### config.mk
export PLATFORM = sky130hd
export DESIGN_NAME = midi_byte_stream_parser_flat
export DESIGN_NICKNAME = d
export VERILOG_FILES = /design/src/rtl/mbp_pkg.sv /design/src/rtl/mbp_rx_if.sv /design/src/rtl/mbp_msg_if.sv /design/src/rtl/mbp_decode.sv /design/src/rtl/midi_byte_stream_parser.sv /design/src/flat_wrapper.sv
export SDC_FILE = /design/constraint.sdc
export NUM_CORES = 1
export LEC_CHECK = 0
export BUFFER_PORTS_ARGS = -buffer_cell sky130_fd_sc_hd__buf_2
export CAP_MARGIN = 30
export CORE_MARGIN = 2
export CORE_UTILIZATION = 35
export CTS_BUF_LIST = sky130_fd_sc_hd__clkbuf_8
export DETAILED_ROUTE_END_ITERATION = 16
export GPL_TIMING_DRIVEN = 0
export PLACE_DENSITY = 0.65
export SKIP_CTS_REPAIR_TIMING = 1
export SYNTH_ARGS = -nofsm -noshare
export SYNTH_HDL_FRONTEND = slang
export SYNTH_HIERARCHICAL = 1
export SYNTH_SLANG_ARGS = --single-unit
export TNS_END_PERCENT = 50
### constraint.sdc
create_clock -name i_clk -period 3.8 [get_ports i_clk]
set_clock_uncertainty 0.15 [all_clocks]
set_input_delay 0.76 -clock i_clk [delete_from_list [all_inputs] [get_ports i_clk]]
set_output_delay 0.76 -clock i_clk [all_outputs]
set_load 0.1 [all_outputs]
### src/rtl/mbp_pkg.sv
// Package for the MIDI byte stream parser: parse state, message types and constants.
// Used by the decoder and the top level; depends on nothing.
`default_nettype none

package mbp_pkg;

    localparam int unsigned APB_ADDR_W = 3;
    localparam int unsigned APB_DATA_W = 32;

    // Register index, taken from the word address.
    localparam logic REG_LISTEN_CH = 1'b0;

    localparam logic [7:0] STATUS_BIT = 8'b1000_0000;
    localparam logic [7:0] DATA_MASK  = 8'b0111_1111;
    localparam logic [7:0] KIND_MASK  = 8'b1111_0000;
    localparam logic [7:0] CHAN_MASK  = 8'b0000_1111;

    localparam logic [7:0] RT_FIRST        = 8'hF8;
    localparam logic [7:0] KIND_PROG_CHG   = 8'hC0;
    localparam logic [7:0] KIND_CHAN_PRESS = 8'hD0;
    localparam logic [7:0] KIND_SYSTEM     = 8'hF0;
    localparam logic [7:0] ST_QUARTER      = 8'hF1;
    localparam logic [7:0] ST_SONG_POS     = 8'hF2;
    localparam logic [7:0] ST_SONG_SEL     = 8'hF3;

    typedef enum logic [1:0] {
        PH_STATUS = 2'd0,
        PH_FIRST  = 2'd1,
        PH_SECOND = 2'd2
    } t_phase;

    typedef struct packed {
        logic [7:0] running_status;
        t_phase     phase;
        logic [6:0] held_first;
        logic [1:0] bytes_expected;
    } t_parse_state;

    typedef struct packed {
        logic [7:0] msg_status;
        logic [6:0] first_data;
        logic [6:0] second_data;
    } t_msg;

    function automatic logic [1:0] data_count(input logic [7:0] st);
        logic [7:0] kind;
        kind = st & KIND_MASK;
        if ((st & STATUS_BIT) == 8'd0) begin
            data_count = 2'd0;
        end else if (kind == KIND_PROG_CHG || kind == KIND_CHAN_PRESS) begin
            data_count = 2'd1;
        end else if (kind != KIND_SYSTEM) begin
            data_count = 2'd2;
        end else if (st == ST_QUARTER || st == ST_SONG_SEL) begin
            data_count = 2'd1;
        end else if (st == ST_SONG_POS) begin
            data_count = 2'd2;
        end else begin
            data_count = 2'd0;
        end
    endfunction

    function automatic logic is_voice(input logic [7:0] st);
        is_voice = st[7] && ((st & KIND_MASK) != KIND_SYSTEM);
    endfunction

endpackage

`default_nettype wire

### src/rtl/mbp_rx_if.sv
// Valid/ready channel that carries one received MIDI byte per transaction.
// Stands alone; the top level takes it through the sink modport.
`default_nettype none

interface mbp_rx_if;
    logic       valid;
    logic       ready;
    logic [7:0] rx_byte;

    modport source (output valid, output rx_byte, input ready);
    modport sink (input valid, input rx_byte, output ready);
endinterface

`default_nettype wire

### src/rtl/mbp_msg_if.sv
// Valid/ready channel that carries one decoded MIDI message per transaction.
// Stands alone; the top level drives it through the source modport.
`default_nettype none

interface mbp_msg_if;
    logic       valid;
    logic       ready;
    logic [7:0] msg_status;
    logic [6:0] first_data;
    logic [6:0] second_data;

    modport source (output valid, output msg_status, output first_data,
                    output second_data, input ready);
    modport sink (input valid, input msg_status, input first_data,
                  input second_data, output ready);
endinterface

`default_nettype wire

### src/rtl/mbp_decode.sv
// Combinational decode of one MIDI byte against the current parse state.
// Depends on mbp_pkg for the state and message types and the data count table.
`default_nettype none

module mbp_decode (
    input  wire logic [7:0]           i_byte,
    input  wire mbp_pkg::t_parse_state i_state,
    input  wire logic [3:0]           i_listen_ch,
    output mbp_pkg::t_parse_state     o_state,
    output logic                      o_emit,
    output mbp_pkg::t_msg             o_msg
);

    logic       w_rt;
    logic       w_status;
    logic [1:0] w_new_count;
    logic [1:0] w_rs_count;
    logic [6:0] w_data;
    logic       w_rs_voice;
    logic       w_fin;
    logic [6:0] w_fin_first;
    logic [6:0] w_fin_second;

    assign w_rt        = (i_byte >= mbp_pkg::RT_FIRST);
    assign w_status    = i_byte[7] && !w_rt;
    assign w_new_count = mbp_pkg::data_count(i_byte);
    assign w_rs_count  = mbp_pkg::data_count(i_state.running_status);
    assign w_data      = i_byte[6:0];
    assign w_rs_voice  = mbp_pkg::is_voice(i_state.running_status);

    // A data byte that completes a message held in running status.
    always_comb begin
        w_fin        = 1'b0;
        w_fin_first  = w_data;
        w_fin_second = 7'd0;
        if (!i_byte[7]) begin
            unique case (i_state.phase)
                mbp_pkg::PH_FIRST: begin
                    w_fin = (i_state.bytes_expected <= 2'd1);
                end
                mbp_pkg::PH_SECOND: begin
                    w_fin        = 1'b1;
                    w_fin_first  = i_state.held_first;
                    w_fin_second = w_data;
                end
                default: begin
                    w_fin = w_rs_voice && (w_rs_count <= 2'd1);
                end
            endcase
        end
    end

    // Next parse state.
    always_comb begin
        o_state = i_state;
        if (w_rt) begin
            o_state = i_state;
        end else if (w_status) begin
            o_state.running_status = i_byte;
            o_state.held_first     = 7'd0;
            o_state.bytes_expected = w_new_count;
            if (w_new_count == 2'd0) begin
                // Zero-length statuses are all system messages: they end at once.
                o_state.phase          = mbp_pkg::PH_STATUS;
                o_state.running_status = 8'd0;
            end else begin
                o_state.phase = mbp_pkg::PH_FIRST;
            end
        end else begin
            unique case (i_state.phase)
                mbp_pkg::PH_FIRST: begin
                    o_state.held_first = w_data;
                    o_state.phase      = mbp_pkg::PH_SECOND;
                end
                mbp_pkg::PH_SECOND: begin
                    o_state.phase = mbp_pkg::PH_STATUS;
                end
                default: begin
                    o_state.phase = mbp_pkg::PH_STATUS;
                    if (w_rs_voice) begin
                        o_state.bytes_expected = w_rs_count;
                        o_state.held_first     = w_data;
                        o_state.phase          = mbp_pkg::PH_SECOND;
                    end
                end
            endcase
            if (w_fin) begin
                o_state.phase = mbp_pkg::PH_STATUS;
                if (!w_rs_voice) begin
                    o_state.running_status = 8'd0;
                end
            end
        end
    end

    // Message output.
    always_comb begin
        o_emit            = 1'b0;
        o_msg.msg_status  = i_byte;
        o_msg.first_data  = 7'd0;
        o_msg.second_data = 7'd0;
        if (w_rt || (w_status && w_new_count == 2'd0)) begin
            o_emit = 1'b1;
        end else if (w_fin) begin
            o_msg.first_data  = w_fin_first;
            o_msg.second_data = w_fin_second;
            if (w_rs_voice) begin
                // Voice messages on other channels are dropped.
                o_emit           = (i_state.running_status[3:0] == i_listen_ch);
                o_msg.msg_status = i_state.running_status & mbp_pkg::KIND_MASK;
            end else begin
                o_emit           = 1'b1;
                o_msg.msg_status = i_state.running_status;
            end
        end
    end

endmodule

`default_nettype wire

### src/rtl/midi_byte_stream_parser.sv
// MIDI byte stream parser with running status. Each accepted byte is held in an input
// register, decoded against the parse state, and any completed message is placed in an
// output register; with the output side ready the block takes one byte per clock cycle.
// A message enters the output register from the byte held in the input register. The
// output register stalls the input register only when a message still waits to be taken.
// Depends on mbp_pkg, mbp_rx_if, mbp_msg_if and mbp_decode.
`default_nettype none

module midi_byte_stream_parser (
    input  wire logic                            i_clk,
    input  wire logic                            i_rst_n,
    mbp_rx_if.sink                               i_rx,
    mbp_msg_if.source                            o_msg,
    input  wire logic                            psel,
    input  wire logic                            penable,
    input  wire logic                            pwrite,
    input  wire logic [mbp_pkg::APB_ADDR_W-1:0]  paddr,
    input  wire logic [mbp_pkg::APB_DATA_W-1:0]  pwdata,
    output logic      [mbp_pkg::APB_DATA_W-1:0]  prdata,
    output logic                                 pready
);

    logic                  r_in_valid;
    logic [7:0]            r_in_byte;
    logic                  r_out_valid;
    mbp_pkg::t_msg         r_msg;
    mbp_pkg::t_parse_state r_state;
    logic [3:0]            r_listen_ch;

    mbp_pkg::t_parse_state n_state;
    logic                  n_in_valid;
    logic                  n_out_valid;
    mbp_pkg::t_msg         w_msg;
    logic                  w_emit;
    logic                  w_advance;
    logic                  w_take;
    logic                  w_cfg_wr;

    mbp_decode u_decode (
        .i_byte      (r_in_byte),
        .i_state     (r_state),
        .i_listen_ch (r_listen_ch),
        .o_state     (n_state),
        .o_emit      (w_emit),
        .o_msg       (w_msg)
    );

    assign w_advance   = r_in_valid && (!r_out_valid || o_msg.ready);
    assign i_rx.ready  = !r_in_valid || w_advance;
    assign w_take      = i_rx.valid && i_rx.ready;
    assign n_in_valid  = w_take || (r_in_valid && !w_advance);
    assign n_out_valid = w_advance ? w_emit : (r_out_valid && !o_msg.ready);

    always_ff @(posedge i_clk) begin
        if (!i_rst_n) begin
            r_in_valid  <= 1'b0;
            r_out_valid <= 1'b0;
            r_state     <= '{running_status: 8'd0, phase: mbp_pkg::PH_STATUS,
                             held_first: 7'd0, bytes_expected: 2'd0};
        end else begin
            r_in_valid  <= n_in_valid;
            r_out_valid <= n_out_valid;
            if (w_advance) begin
                r_state <= n_state;
            end
        end
    end

    always_ff @(posedge i_clk) begin
        if (w_take) begin
            r_in_byte <= i_rx.rx_byte;
        end
        if (w_advance && w_emit) begin
            r_msg <= w_msg;
        end
    end

    assign o_msg.valid       = r_out_valid;
    assign o_msg.msg_status  = r_msg.msg_status;
    assign o_msg.first_data  = r_msg.first_data;
    assign o_msg.second_data = r_msg.second_data;

    // Configuration port.
    assign pready   = 1'b1;
    assign w_cfg_wr = psel && penable && pwrite && pready;

    always_ff @(posedge i_clk) begin
        if (!i_rst_n) begin
            r_listen_ch <= 4'd0;
        end else if (w_cfg_wr && paddr[2] == mbp_pkg::REG_LISTEN_CH) begin
            r_listen_ch <= pwdata[3:0];
        end
    end

    assign prdata = (paddr[2] == mbp_pkg::REG_LISTEN_CH)
                    ? {{(mbp_pkg::APB_DATA_W-4){1'b0}}, r_listen_ch}
                    : {mbp_pkg::APB_DATA_W{1'b0}};

    // While a message is in progress, a status must be held.
    a_phase_has_status: assert property (@(posedge i_clk) disable iff (!i_rst_n)
        r_state.phase != mbp_pkg::PH_STATUS |-> r_state.running_status[7])
        else $error("parse phase active without a running status");

    // Real-time bytes leave the parse state untouched.
    a_rt_keeps_state: assert property (@(posedge i_clk) disable iff (!i_rst_n)
        w_advance && r_in_byte >= mbp_pkg::RT_FIRST |=> $stable(r_state))
        else $error("real-time byte disturbed the parse state");

    // A message that leaves the block always carries a status byte.
    a_msg_is_status: assert property (@(posedge i_clk) disable iff (!i_rst_n)
        o_msg.valid |-> o_msg.msg_status[7])
        else $error("emitted message without status bit");

    // Voice messages go out with the channel nibble cleared.
    a_voice_chan_clear: assert property (@(posedge i_clk) disable iff (!i_rst_n)
        o_msg.valid && mbp_pkg::is_voice(o_msg.msg_status) |-> o_msg.msg_status[3:0] == 4'd0)
        else $error("voice message emitted with channel bits set");

endmodule

`default_nettype wire
### src/flat_wrapper.sv
// flat-port wrapper written by rule: the top's interface ports become plain ports
module midi_byte_stream_parser_flat 
  (i_clk, i_rst_n, psel, penable, pwrite, paddr, pwdata, prdata, pready, i_rx_valid, i_rx_rx_byte, i_rx_ready, o_msg_valid, o_msg_msg_status, o_msg_first_data, o_msg_second_data, o_msg_ready);
  mbp_rx_if i_rx_i ();
  mbp_msg_if o_msg_i ();
  input  wire logic i_clk;
  input  wire logic i_rst_n;
  input  wire logic psel;
  input  wire logic penable;
  input  wire logic pwrite;
  input  wire logic [mbp_pkg::APB_ADDR_W-1:0] paddr;
  input  wire logic [mbp_pkg::APB_DATA_W-1:0] pwdata;
  output logic      [mbp_pkg::APB_DATA_W-1:0] prdata;
  output logic pready;
  input wire logic [$bits(i_rx_i.valid)-1:0] i_rx_valid;
  input wire logic [$bits(i_rx_i.rx_byte)-1:0] i_rx_rx_byte;
  output wire logic [$bits(i_rx_i.ready)-1:0] i_rx_ready;
  output wire logic [$bits(o_msg_i.valid)-1:0] o_msg_valid;
  output wire logic [$bits(o_msg_i.msg_status)-1:0] o_msg_msg_status;
  output wire logic [$bits(o_msg_i.first_data)-1:0] o_msg_first_data;
  output wire logic [$bits(o_msg_i.second_data)-1:0] o_msg_second_data;
  input wire logic [$bits(o_msg_i.ready)-1:0] o_msg_ready;
  assign i_rx_i.valid = i_rx_valid;
  assign i_rx_i.rx_byte = i_rx_rx_byte;
  assign i_rx_ready = i_rx_i.ready;
  assign o_msg_valid = o_msg_i.valid;
  assign o_msg_msg_status = o_msg_i.msg_status;
  assign o_msg_first_data = o_msg_i.first_data;
  assign o_msg_second_data = o_msg_i.second_data;
  assign o_msg_i.ready = o_msg_ready;
  midi_byte_stream_parser u_core (.i_clk(i_clk), .i_rst_n(i_rst_n), .i_rx(i_rx_i), .o_msg(o_msg_i), .psel(psel), .penable(penable), .pwrite(pwrite), .paddr(paddr), .pwdata(pwdata), .prdata(prdata), .pready(pready));
endmodule
==> results.py, run 1 <==
metrics = {
    "sta": {
        "period_share_pct": 80.9,
        "finalMaxSlewViolations": 0,
        "finalHoldViolCount": 0,
        "finalSetupViolCount": 0,
        "relSlewSlack_pct": 39.9,
        "fin_hold_ws_ns": 0.315,
        "layout_min_cycle_time_ns": 3.07,
        "max_clock_freq_mhz": 325,
        "rsz0062_at_grt": "false",
        "fin_tns_setup_ns": 0,
        "tightest_slew_ns": 0.901,
    },
    "drt": {
        "first_pass_iters": 4,
        "drtIter0Drc": 128,
        "num_vias": 2195,
        "drc": 0,
        "wire_per_inst_um": 12.9,
        "routed_wl_um": 6110,
        "vias_per_cell": 4.64,
        "detail-route-antenna-nets": 0,
    },
    "die": {
        "die_area_um2": 9160,
        "io_pins": 107,
        "start_util_pct": 36.0,
        "fp.dieW_um": 95.7,
        "die_h_um": 95.7,
        "core-area_um2": 8180,
        "row_count": 33,
    },
    "global_route": {
        "grt_pass1_vias": 1949,
        "grt.overflow.total": 0,
        "antenna_found_initial": 0,
        "grt_pass1_wl_um": 9830,
        "grt_max_degree": 23,
        "grt_use_total_pct": 13.9,
    },
    "critical_path": {
        "crit_type": "register to register",
        "setup.worst_path.end_class": "register",
        "cp-startpoint": "u_core/r_state[9]$_SDFFE_PN0P_",
        "required_ns": 3.58,
        "cp_max_fo": 22,
        "worstSetupStartpointType": "register",
        "critPathArrivalTime_ns": 2.86,
        "critPathMaxStageDelay_ns": 0.75,
        "reg2reg_from": "u_core/r_state[9]$_SDFFE_PN0P_",
        "crit_slowest_cell": "and2_1",
        "path_buf_inv": 3,
        "critPathTopFamily": "simple AND/OR/NAND/NOR gates",
        "cp_cell_sequence": "inv_1, ha_1, buf_2, nor2_4, a221o_2, buf_6, o22ai_2, and2_1",
    },
    "clock_tree": {
        "htreeDepth": 2,
        "cts.sink_count": 54,
        "root_buffer": "clkbuf_8",
        "clkLatencyLatePin_ns": 0.31,
        "cts_tree": "done",
        "clk_path_buf_depth": 2,
        "clk_pin_slew_worst_paths_ns": 0.10,
        "numCtsBuffers": 5,
    },
    "status": {
        "status": "finished clean",
    },
    "final_layout": {
        "fin_nets": 419,
        "synthToLayoutAreaGrowth_pct": 19.7,
        "n_fill_cell": 811,
        "antennaDiodeCount": 0,
        "drive_gt1_share_pct": 31.0,
    },
    "worst_hold_path": {
        "min_from": "u_core/r_state[18]$_SDFFE_PN0P_",
        "hold_path_class": "register to register",
    },
    "logic_synthesis": {
        "avgSynthCellArea_um2": 10.3,
        "syn_inst": 287,
        "yosysWarnings": 6,
        "netlist_area_um2": 2940,
    },
    "placed_design": {
        "place.gp.congestion": 0.865,
        "dp_hpwl_um": 4430,
        "numPortBuffers": 46,
    },
    "job": {
        "cap_violations": 0,
    },
    "pwr": {
        "total_leakage_power_uw": 0.00150,
        "p_per_area_nw_per_um2": 389,
        "vdd_drop_max_v": 0.000158,
    },
}
-- path summary, 6_finish.rpt --
path	end	slack, ns	depth (start not counted)
worst max-delay path	u_core/o_msg.msg_status[6]$_DFFE_PP_	0.73	8
worst min-delay path	u_core/r_state[18]$_SDFFE_PN0P_	0.32	2
worst max register to register	u_core/o_msg.msg_status[6]$_DFFE_PP_	0.73	8
worst min register to register	u_core/r_state[18]$_SDFFE_PN0P_	0.32	2
-- area by class of cell --
cell class                 instances  area (um^2)  area share [%]
sequential                        54         1380            39.2
clock buffer                       5         68.8            1.95
clock inverter                     3         47.5            1.35
buffer                            45          322            9.13
tap                              105          131            3.73
multi-input combinational        211         1330            37.7
timing repair buffer              46          230            6.53
inverter                           4         15.0           0.426
-- report_power, final --
group | switching (uW) | total [uW] | internal, uW
Clock | 189 | 388 | 200
Combinational | 256 | 330 | 74.1
Sequential | 17.5 | 653 | 635
Total | 462 | 1370 | 909
-- cell usage in the layout (no fill, tap or decap), types with 6 or more instances in the layout --
cell type	instances
a22o_1	13
buf_2	57
conb_1	29
mux2i_1	25
and3_1	7
nand3_1	10
dfxtp_1	24
nand2_1	63
buf_4	31
nor2_1	10
o21ai_0	6
edfxtp_1	30
-- per-stage QoR --
step	instances	area (um^2)	utilization [%]	setup WS (ns)	total power, uW
floorplan	314	3050	-	0.795	951
global placement	465	3410	41.7	0.807	991
detailed placement	465	3410	41.7	0.745	994
CTS	473	3520	43.1	0.715	1380
global route	473	3520	43.1	0.495	1430
finish	473	3520	43.1	0.726	1370
-- flip-flops by register name (all words and copies together), names as in the netlist --
signal                    cells
u_core/o_msg.first_data       7
u_core/o_msg.msg_status       8
u_core/o_msg.second_data      7
u_core/o_msg.valid            1
u_core/r_in_byte              8
u_core/r_in_valid             1
u_core/r_listen_ch            4
u_core/r_state               18
-- worst reg2reg max path, delay by kind of cell, from the launching register on --
kind	cells	cell delay [ns]
compound gates	2	0.59
fa+ha+maj	1	0.27
buf+inv	3	0.47
flops	1	0.39
simple gates	2	0.83
-- routing by layer --
| metal | share of wire, % | wire (um) | global-route usage, % |
|---|---|---|---|
| met5 | 0 | 0 | 0 |
| met4 | 2.1 | 127 | 5.36 |
| met3 | 9.1 | 556 | 3.13 |
| met2 | 43 | 2630 | 21.3 |
| met1 | 46 | 2800 | 19.2 |
Power figures use the tool's default switching activity.
==> inputs of run 2 (changes only) <==
==> constraint.sdc (replaced) <==
create_clock -name i_clk -period 3.1 [get_ports i_clk]
set_clock_uncertainty 0.15 [all_clocks]
set_input_delay 0.62 -clock i_clk [delete_from_list [all_inputs] [get_ports i_clk]]
set_output_delay 0.62 -clock i_clk [all_outputs]
set_load 0.1 [all_outputs]
==> run 2 against run 1 <==
Sequential share of layout area about the same. Non-clock buffer count is the same. Sequential power is 23% higher. Power is 23% higher. Fmax up 9.4%. Global-route usage did not move. Utilization is essentially flat. Clock-buffer cell count is the same. Via count is essentially flat. Largest cell class unchanged.
==> results.py, run 2 (synthesis gave the netlist of run 1 again) <==
metrics = {
    "placed_design": {
        "numPortBuffers": 46,
        "postPlaceCellArea_um2": 3410,
        "place_ws_ns": 0.0451,
        "place.gp.congestion": 0.865,
        "dp_hpwl_um": 4430,
    },
    "critical_path": {
        "critPathArrivalTime_ns": 2.61,
        "worstSetupStartpointType": "register",
        "critPathMaxStageDelay_ns": 0.49,
        "cp_cell_sequence": "inv_1, ha_1, buf_2, nor2_4, a221o_2, buf_6, o22ai_2, and2_2",
        "crit_slowest_cell": "and2_2",
        "reg2reg_from": "u_core/r_state[9]$_SDFFE_PN0P_",
        "cp_max_fo": 22,
        "rr_worst_depth": 8,
        "rrSetupSlack_ns": 0.29,
        "r2r_end": "u_core/o_msg.msg_status[6]$_DFFE_PP_",
        "required_ns": 2.90,
        "setup.worst_path.end_class": "register",
        "path_buf_inv": 3,
        "critPathTopFamily": "compound AO/OA/AOI/OAI gates",
        "crit_type": "register to register",
    },
    "sta": {
        "setup_ws_ns": 0.291,
        "period_share_pct": 90.6,
        "layout_min_cycle_time_ns": 2.81,
        "finalHoldViolCount": 0,
        "rsz0062_at_grt": "false",
        "finalSetupViolCount": 0,
        "finalMaxSlewViolations": 0,
        "fin_hold_ws_ns": 0.315,
        "max_clock_freq_mhz": 356,
        "fin_tns_setup_ns": 0,
    },
    "final_layout": {
        "antennaDiodeCount": 0,
        "final_cell_mix": "63 x nand2_1, 57 x buf_2, 31 x buf_4, 30 x edfxtp_1, 29 x conb_1",
        "synthToLayoutAreaGrowth_pct": 19.7,
        "mostFrequentLayoutCell": "nand2_1",
        "fin_nets": 419,
        "largest_reg_flops": 18,
        "drive_gt1_share_pct": 31.3,
        "top_register": "u_core/r_state",
        "post-route-util_pct": 43.1,
        "design_area_um2": 3520,
    },
    "die": {
        "io_pins": 107,
        "start_util_pct": 36.0,
        "die_h_um": 95.7,
        "core-area_um2": 8180,
        "row_count": 33,
        "die_area_um2": 9160,
        "fp.dieW_um": 95.7,
    },
    "worst_hold_path": {
        "holdPathStages": 2,
        "hold_path_class": "register to register",
        "whs_endpoint": "u_core/r_state[18]$_SDFFE_PN0P_",
        "min_from": "u_core/r_state[18]$_SDFFE_PN0P_",
    },
    "job": {
        "cap_violations": 0,
    },
    "drt": {
        "detail-route-antenna-nets": 0,
        "drtIter0Drc": 150,
        "drc": 0,
        "routed_wl_um": 6120,
        "wire_per_inst_um": 12.9,
        "vias_per_cell": 4.64,
        "first_pass_iters": 4,
        "num_vias": 2193,
    },
    "clock_tree": {
        "clk_path_buf_depth": 2,
        "cts.sink_count": 54,
        "clkLatencyLatePin_ns": 0.31,
        "cts_tree": "done",
        "htreeDepth": 2,
        "numCtsBuffers": 5,
        "root_buffer": "clkbuf_8",
        "clk_pin_slew_worst_paths_ns": 0.10,
    },
    "global_route": {
        "grt.overflow.total": 0,
        "antenna_found_initial": 0,
        "grt_use_total_pct": 13.9,
        "grt_max_degree": 23,
        "grt_pass1_vias": 1949,
        "grt_pass1_wl_um": 9830,
    },
    "pwr": {
        "total_leakage_power_uw": 0.00150,
        "p_per_area_nw_per_um2": 477,
        "vdd_drop_max_v": 0.000193,
    },
    "status": {
        "status": "finished clean",
    },
}
## run 2: worst max-delay path by stage
stage	startpoint	end	slack (ns)	cells after the start
CTS	u_core/r_state[9]$_SDFFE_PN0P_	u_core/o_msg.msg_status[6]$_DFFE_PP_	0.01	8
global placement	u_core/r_state[9]$_SDFFE_PN0P_	u_core/o_msg.first_data[0]$_DFFE_PP_	0.11	8
global route	u_core/r_state[9]$_SDFFE_PN0P_	u_core/o_msg.msg_status[7]$_DFFE_PP_	0.10	8
finish	u_core/r_state[9]$_SDFFE_PN0P_	u_core/o_msg.msg_status[6]$_DFFE_PP_	0.29	8
floorplan	u_core/o_msg.valid$_SDFF_PN0_	u_core/r_in_byte[0]$_DFFE_PP_	0.32	3
detailed placement	u_core/r_state[9]$_SDFFE_PN0P_	u_core/o_msg.first_data[2]$_DFFE_PP_	0.05	8
## run 2: layout make-up
| type | instances | area [um^2] |
|---|---|---|
| plain buffers | 45 | 322 |
| clock buffers | 5 | 68.8 |
| clock inverters | 3 | 47.5 |
| fillers | 812 | 4650 |
| inverters | 4 | 15.0 |
| multi-input cells | 211 | 1330 |
| flip-flops and latches | 54 | 1380 |
| well taps | 105 | 131 |
| repair buffers | 46 | 230 |
## run 2: metal layers
layer	global-route usage (%)	wire (um)	vias to the layer above
met5	0	0	-
li1	-	-	1102
met1	19.2	2730	979
met3	3.13	631	10
met2	21.3	2630	102
met4	5.36	129	0
## run 2: where the power goes
part / internal [uW] / switching (uW)
clock network: 245 / 231
logic: 91.0 / 314
registers: 778 / 21.6
total: 1110 / 566
## run 2: through the flow
| step | std cells | total power [uW] |
|---|---|---|
| floorplan | 314 | 1170 |
| global placement | 465 | 1220 |
| detailed placement | 465 | 1220 |
| CTS | 473 | 1690 |
| global route | 473 | 1750 |
| finish | 473 | 1680 |
## run 2: worst register-to-register path, delay by kind of cell (launching register included)
kind	cells	cell delay, ns
flops	1	0.39
buf+inv	3	0.47
simple gates	2	0.57
compound gates	2	0.60
fa+ha+maj	1	0.27
==> inputs of run 3 (changes only) <==
--- a/config.mk
+++ b/config.mk
@@ -12,7 +12,7 @@
 export CTS_BUF_LIST = sky130_fd_sc_hd__clkbuf_8
 export DETAILED_ROUTE_END_ITERATION = 16
 export GPL_TIMING_DRIVEN = 0
-export PLACE_DENSITY = 0.65
+export PLACE_DENSITY_LB_ADDON = 0.25
 export SKIP_CTS_REPAIR_TIMING = 1
 export SYNTH_ARGS = -nofsm -noshare
 export SYNTH_HDL_FRONTEND = slang
==> run 3 against run 2 <==
Power down 4.9%. Sequential power about the same. Setup slack better by 0.021 ns. Die area unchanged. Clock-buffer cell count unchanged. Largest cell class unchanged. Highest routed layer unchanged.
==> results.py, run 3 (synthesis gave the netlist of run 1 again) <==
metrics = {
    "status": {
        "status": "finished clean",
    },
    "drt": {
        "wl_met1_um": 2870,
        "drtIter0Drc": 136,
        "num_vias": 2178,
        "vias_per_cell": 4.60,
        "routed_wl_um": 6180,
        "met2WireLength_um": 2740,
        "detail-route-antenna-nets": 0,
        "top_layer": "met4",
        "drc": 0,
        "first_pass_iters": 4,
        "wire_per_inst_um": 13.1,
        "met3_length_um": 450,
    },
    "clock_tree": {
        "cts_tree": "done",
        "root_buffer": "clkbuf_8",
        "clk_pin_slew_worst_paths_ns": 0.09,
        "clk_path_buf_depth": 2,
        "clkLatencyLatePin_ns": 0.31,
        "cts.sink_count": 54,
        "numCtsBuffers": 5,
        "htreeDepth": 2,
    },
    "final_layout": {
        "final_cell_mix": "63 x nand2_1, 57 x buf_2, 31 x buf_4, 30 x edfxtp_1, 29 x conb_1",
        "drive_gt1_share_pct": 31.0,
        "mostFrequentLayoutCell": "nand2_1",
        "post-route-util_pct": 42.8,
        "top_register": "u_core/r_state",
        "largest_reg_flops": 18,
        "n_fill_cell": 807,
        "antennaDiodeCount": 0,
        "synthToLayoutAreaGrowth_pct": 18.8,
        "fin_nets": 419,
        "multi_input_area_um2": 1330,
        "regArea_um2": 1380,
    },
    "sta": {
        "tightest_slew_ns": 0.507,
        "layout_min_cycle_time_ns": 2.79,
        "relSlewSlack_pct": 66.2,
        "finalMaxSlewViolations": 0,
        "period_share_pct": 90.0,
        "fin_hold_ws_ns": 0.324,
        "finalSetupViolCount": 0,
        "max_clock_freq_mhz": 359,
        "fin_tns_setup_ns": 0,
        "finalHoldViolCount": 0,
        "rsz0062_at_grt": "false",
    },
    "pwr": {
        "switchingPower_uw": 569,
        "seqPwrFrac_pct": 50.1,
        "pwr-share-comb_pct": 25.3,
        "p_clk_share_pct": 24.7,
        "sw_frac_of_total_pct": 35.6,
        "p_per_area_nw_per_um2": 457,
        "total_leakage_power_uw": 0.00148,
        "vdd_drop_max_v": 0.000178,
        "intPower_uw": 1030,
    },
    "die": {
        "fp.dieW_um": 95.7,
        "core-area_um2": 8180,
        "start_util_pct": 36.0,
        "row_count": 33,
        "io_pins": 107,
        "die_area_um2": 9160,
        "die_h_um": 95.7,
    },
    "critical_path": {
        "cp_max_fo": 22,
        "critPathArrivalTime_ns": 2.59,
        "setup.worst_path.end_class": "register",
        "worstSetupStartpointType": "register",
        "required_ns": 2.90,
        "rr_worst_depth": 8,
        "crit_type": "register to register",
    },
    "worst_hold_path": {
        "holdPathStages": 2,
        "hold_path_class": "register to register",
    },
    "global_route": {
        "antenna_found_initial": 0,
        "grt.overflow.total": 0,
        "grt_use_total_pct": 13.9,
        "grt_max_degree": 23,
        "grt_pass1_vias": 2003,
        "grt_pass1_wl_um": 9720,
    },
    "placed_design": {
        "numPortBuffers": 46,
        "place.gp.congestion": 0.867,
        "dp_hpwl_um": 4560,
    },
    "job": {
        "cap_violations": 0,
    },
}
[run 3: changes by cell type in the layout (fill, tap and decap cells not counted)]
cell,previous run,this run
clkinv_4,1,0
bufinv_16,1,0
clkinvlp_4,0,1
clkinv_1,0,1
[run 3: metal layers]
metal	global-route usage, %	vias up
met5	0	-
met4	6.07	0
met3	3.13	8
met2	22.0	87
met1	18.3	982
li1	-	1101
[run 3: power by group through the flow]
| stage | clock network (uW) | registers (uW) | logic [uW] |
|---|---|---|---|
| 2_1_floorplan | 0 | 875 | 290 |
| 3_3_place_gp | 0 | 817 | 400 |
| 3_5_place_dp | 0 | 817 | 402 |
| 4_1_cts | 406 | 801 | 403 |
| 5_1_grt | 436 | 803 | 424 |
| 6_report | 394 | 800 | 404 |
[run 3: worst paths after layout]
check / start / endpoint / slack, ns
worst max-delay path: u_core/r_state[9]$_SDFFE_PN0P_ / u_core/o_msg.msg_status[7]$_DFFE_PP_ / 0.31
worst max register to register: u_core/r_state[9]$_SDFFE_PN0P_ / u_core/o_msg.msg_status[7]$_DFFE_PP_ / 0.31
worst min register to register: u_core/r_state[18]$_SDFFE_PN0P_ / u_core/r_state[18]$_SDFFE_PN0P_ / 0.32
worst min-delay path: u_core/r_state[18]$_SDFFE_PN0P_ / u_core/r_state[18]$_SDFFE_PN0P_ / 0.32
[run 3: final cells by class]
type,instances,area share (%)
Inverter,4,0.429
Tap cell,105,3.76
Clock buffer,5,1.97
Timing Repair Buffer,46,6.58
Multi-Input combinational cell,211,38.0
Buffer,45,9.19
Clock inverter,3,0.572
Sequential cell,54,39.5
[run 3: critical path, stage by stage, from the launching register on]
cell and delay (ns):
dfxtp_1 0.39, inv_1 0.06, ha_1 0.26, buf_2 0.22, nor2_4 0.08, a221o_2 0.43, buf_6 0.17, o22ai_2 0.14
and2_2 0.51
[run 3: stage by stage]
| step | instance area, um^2 | worst slack [ns] | cells | total power [uW] |
|---|---|---|---|---|
| finish | 3500 | 0.311 | 473 | 1600 |
| global route | 3500 | 0.134 | 473 | 1660 |
| CTS | 3500 | -0.0106 | 473 | 1610 |
| detailed placement | 3410 | 0.0205 | 465 | 1220 |
| global placement | 3410 | 0.0680 | 465 | 1220 |
| floorplan | 3050 | 0.318 | 314 | 1170 |
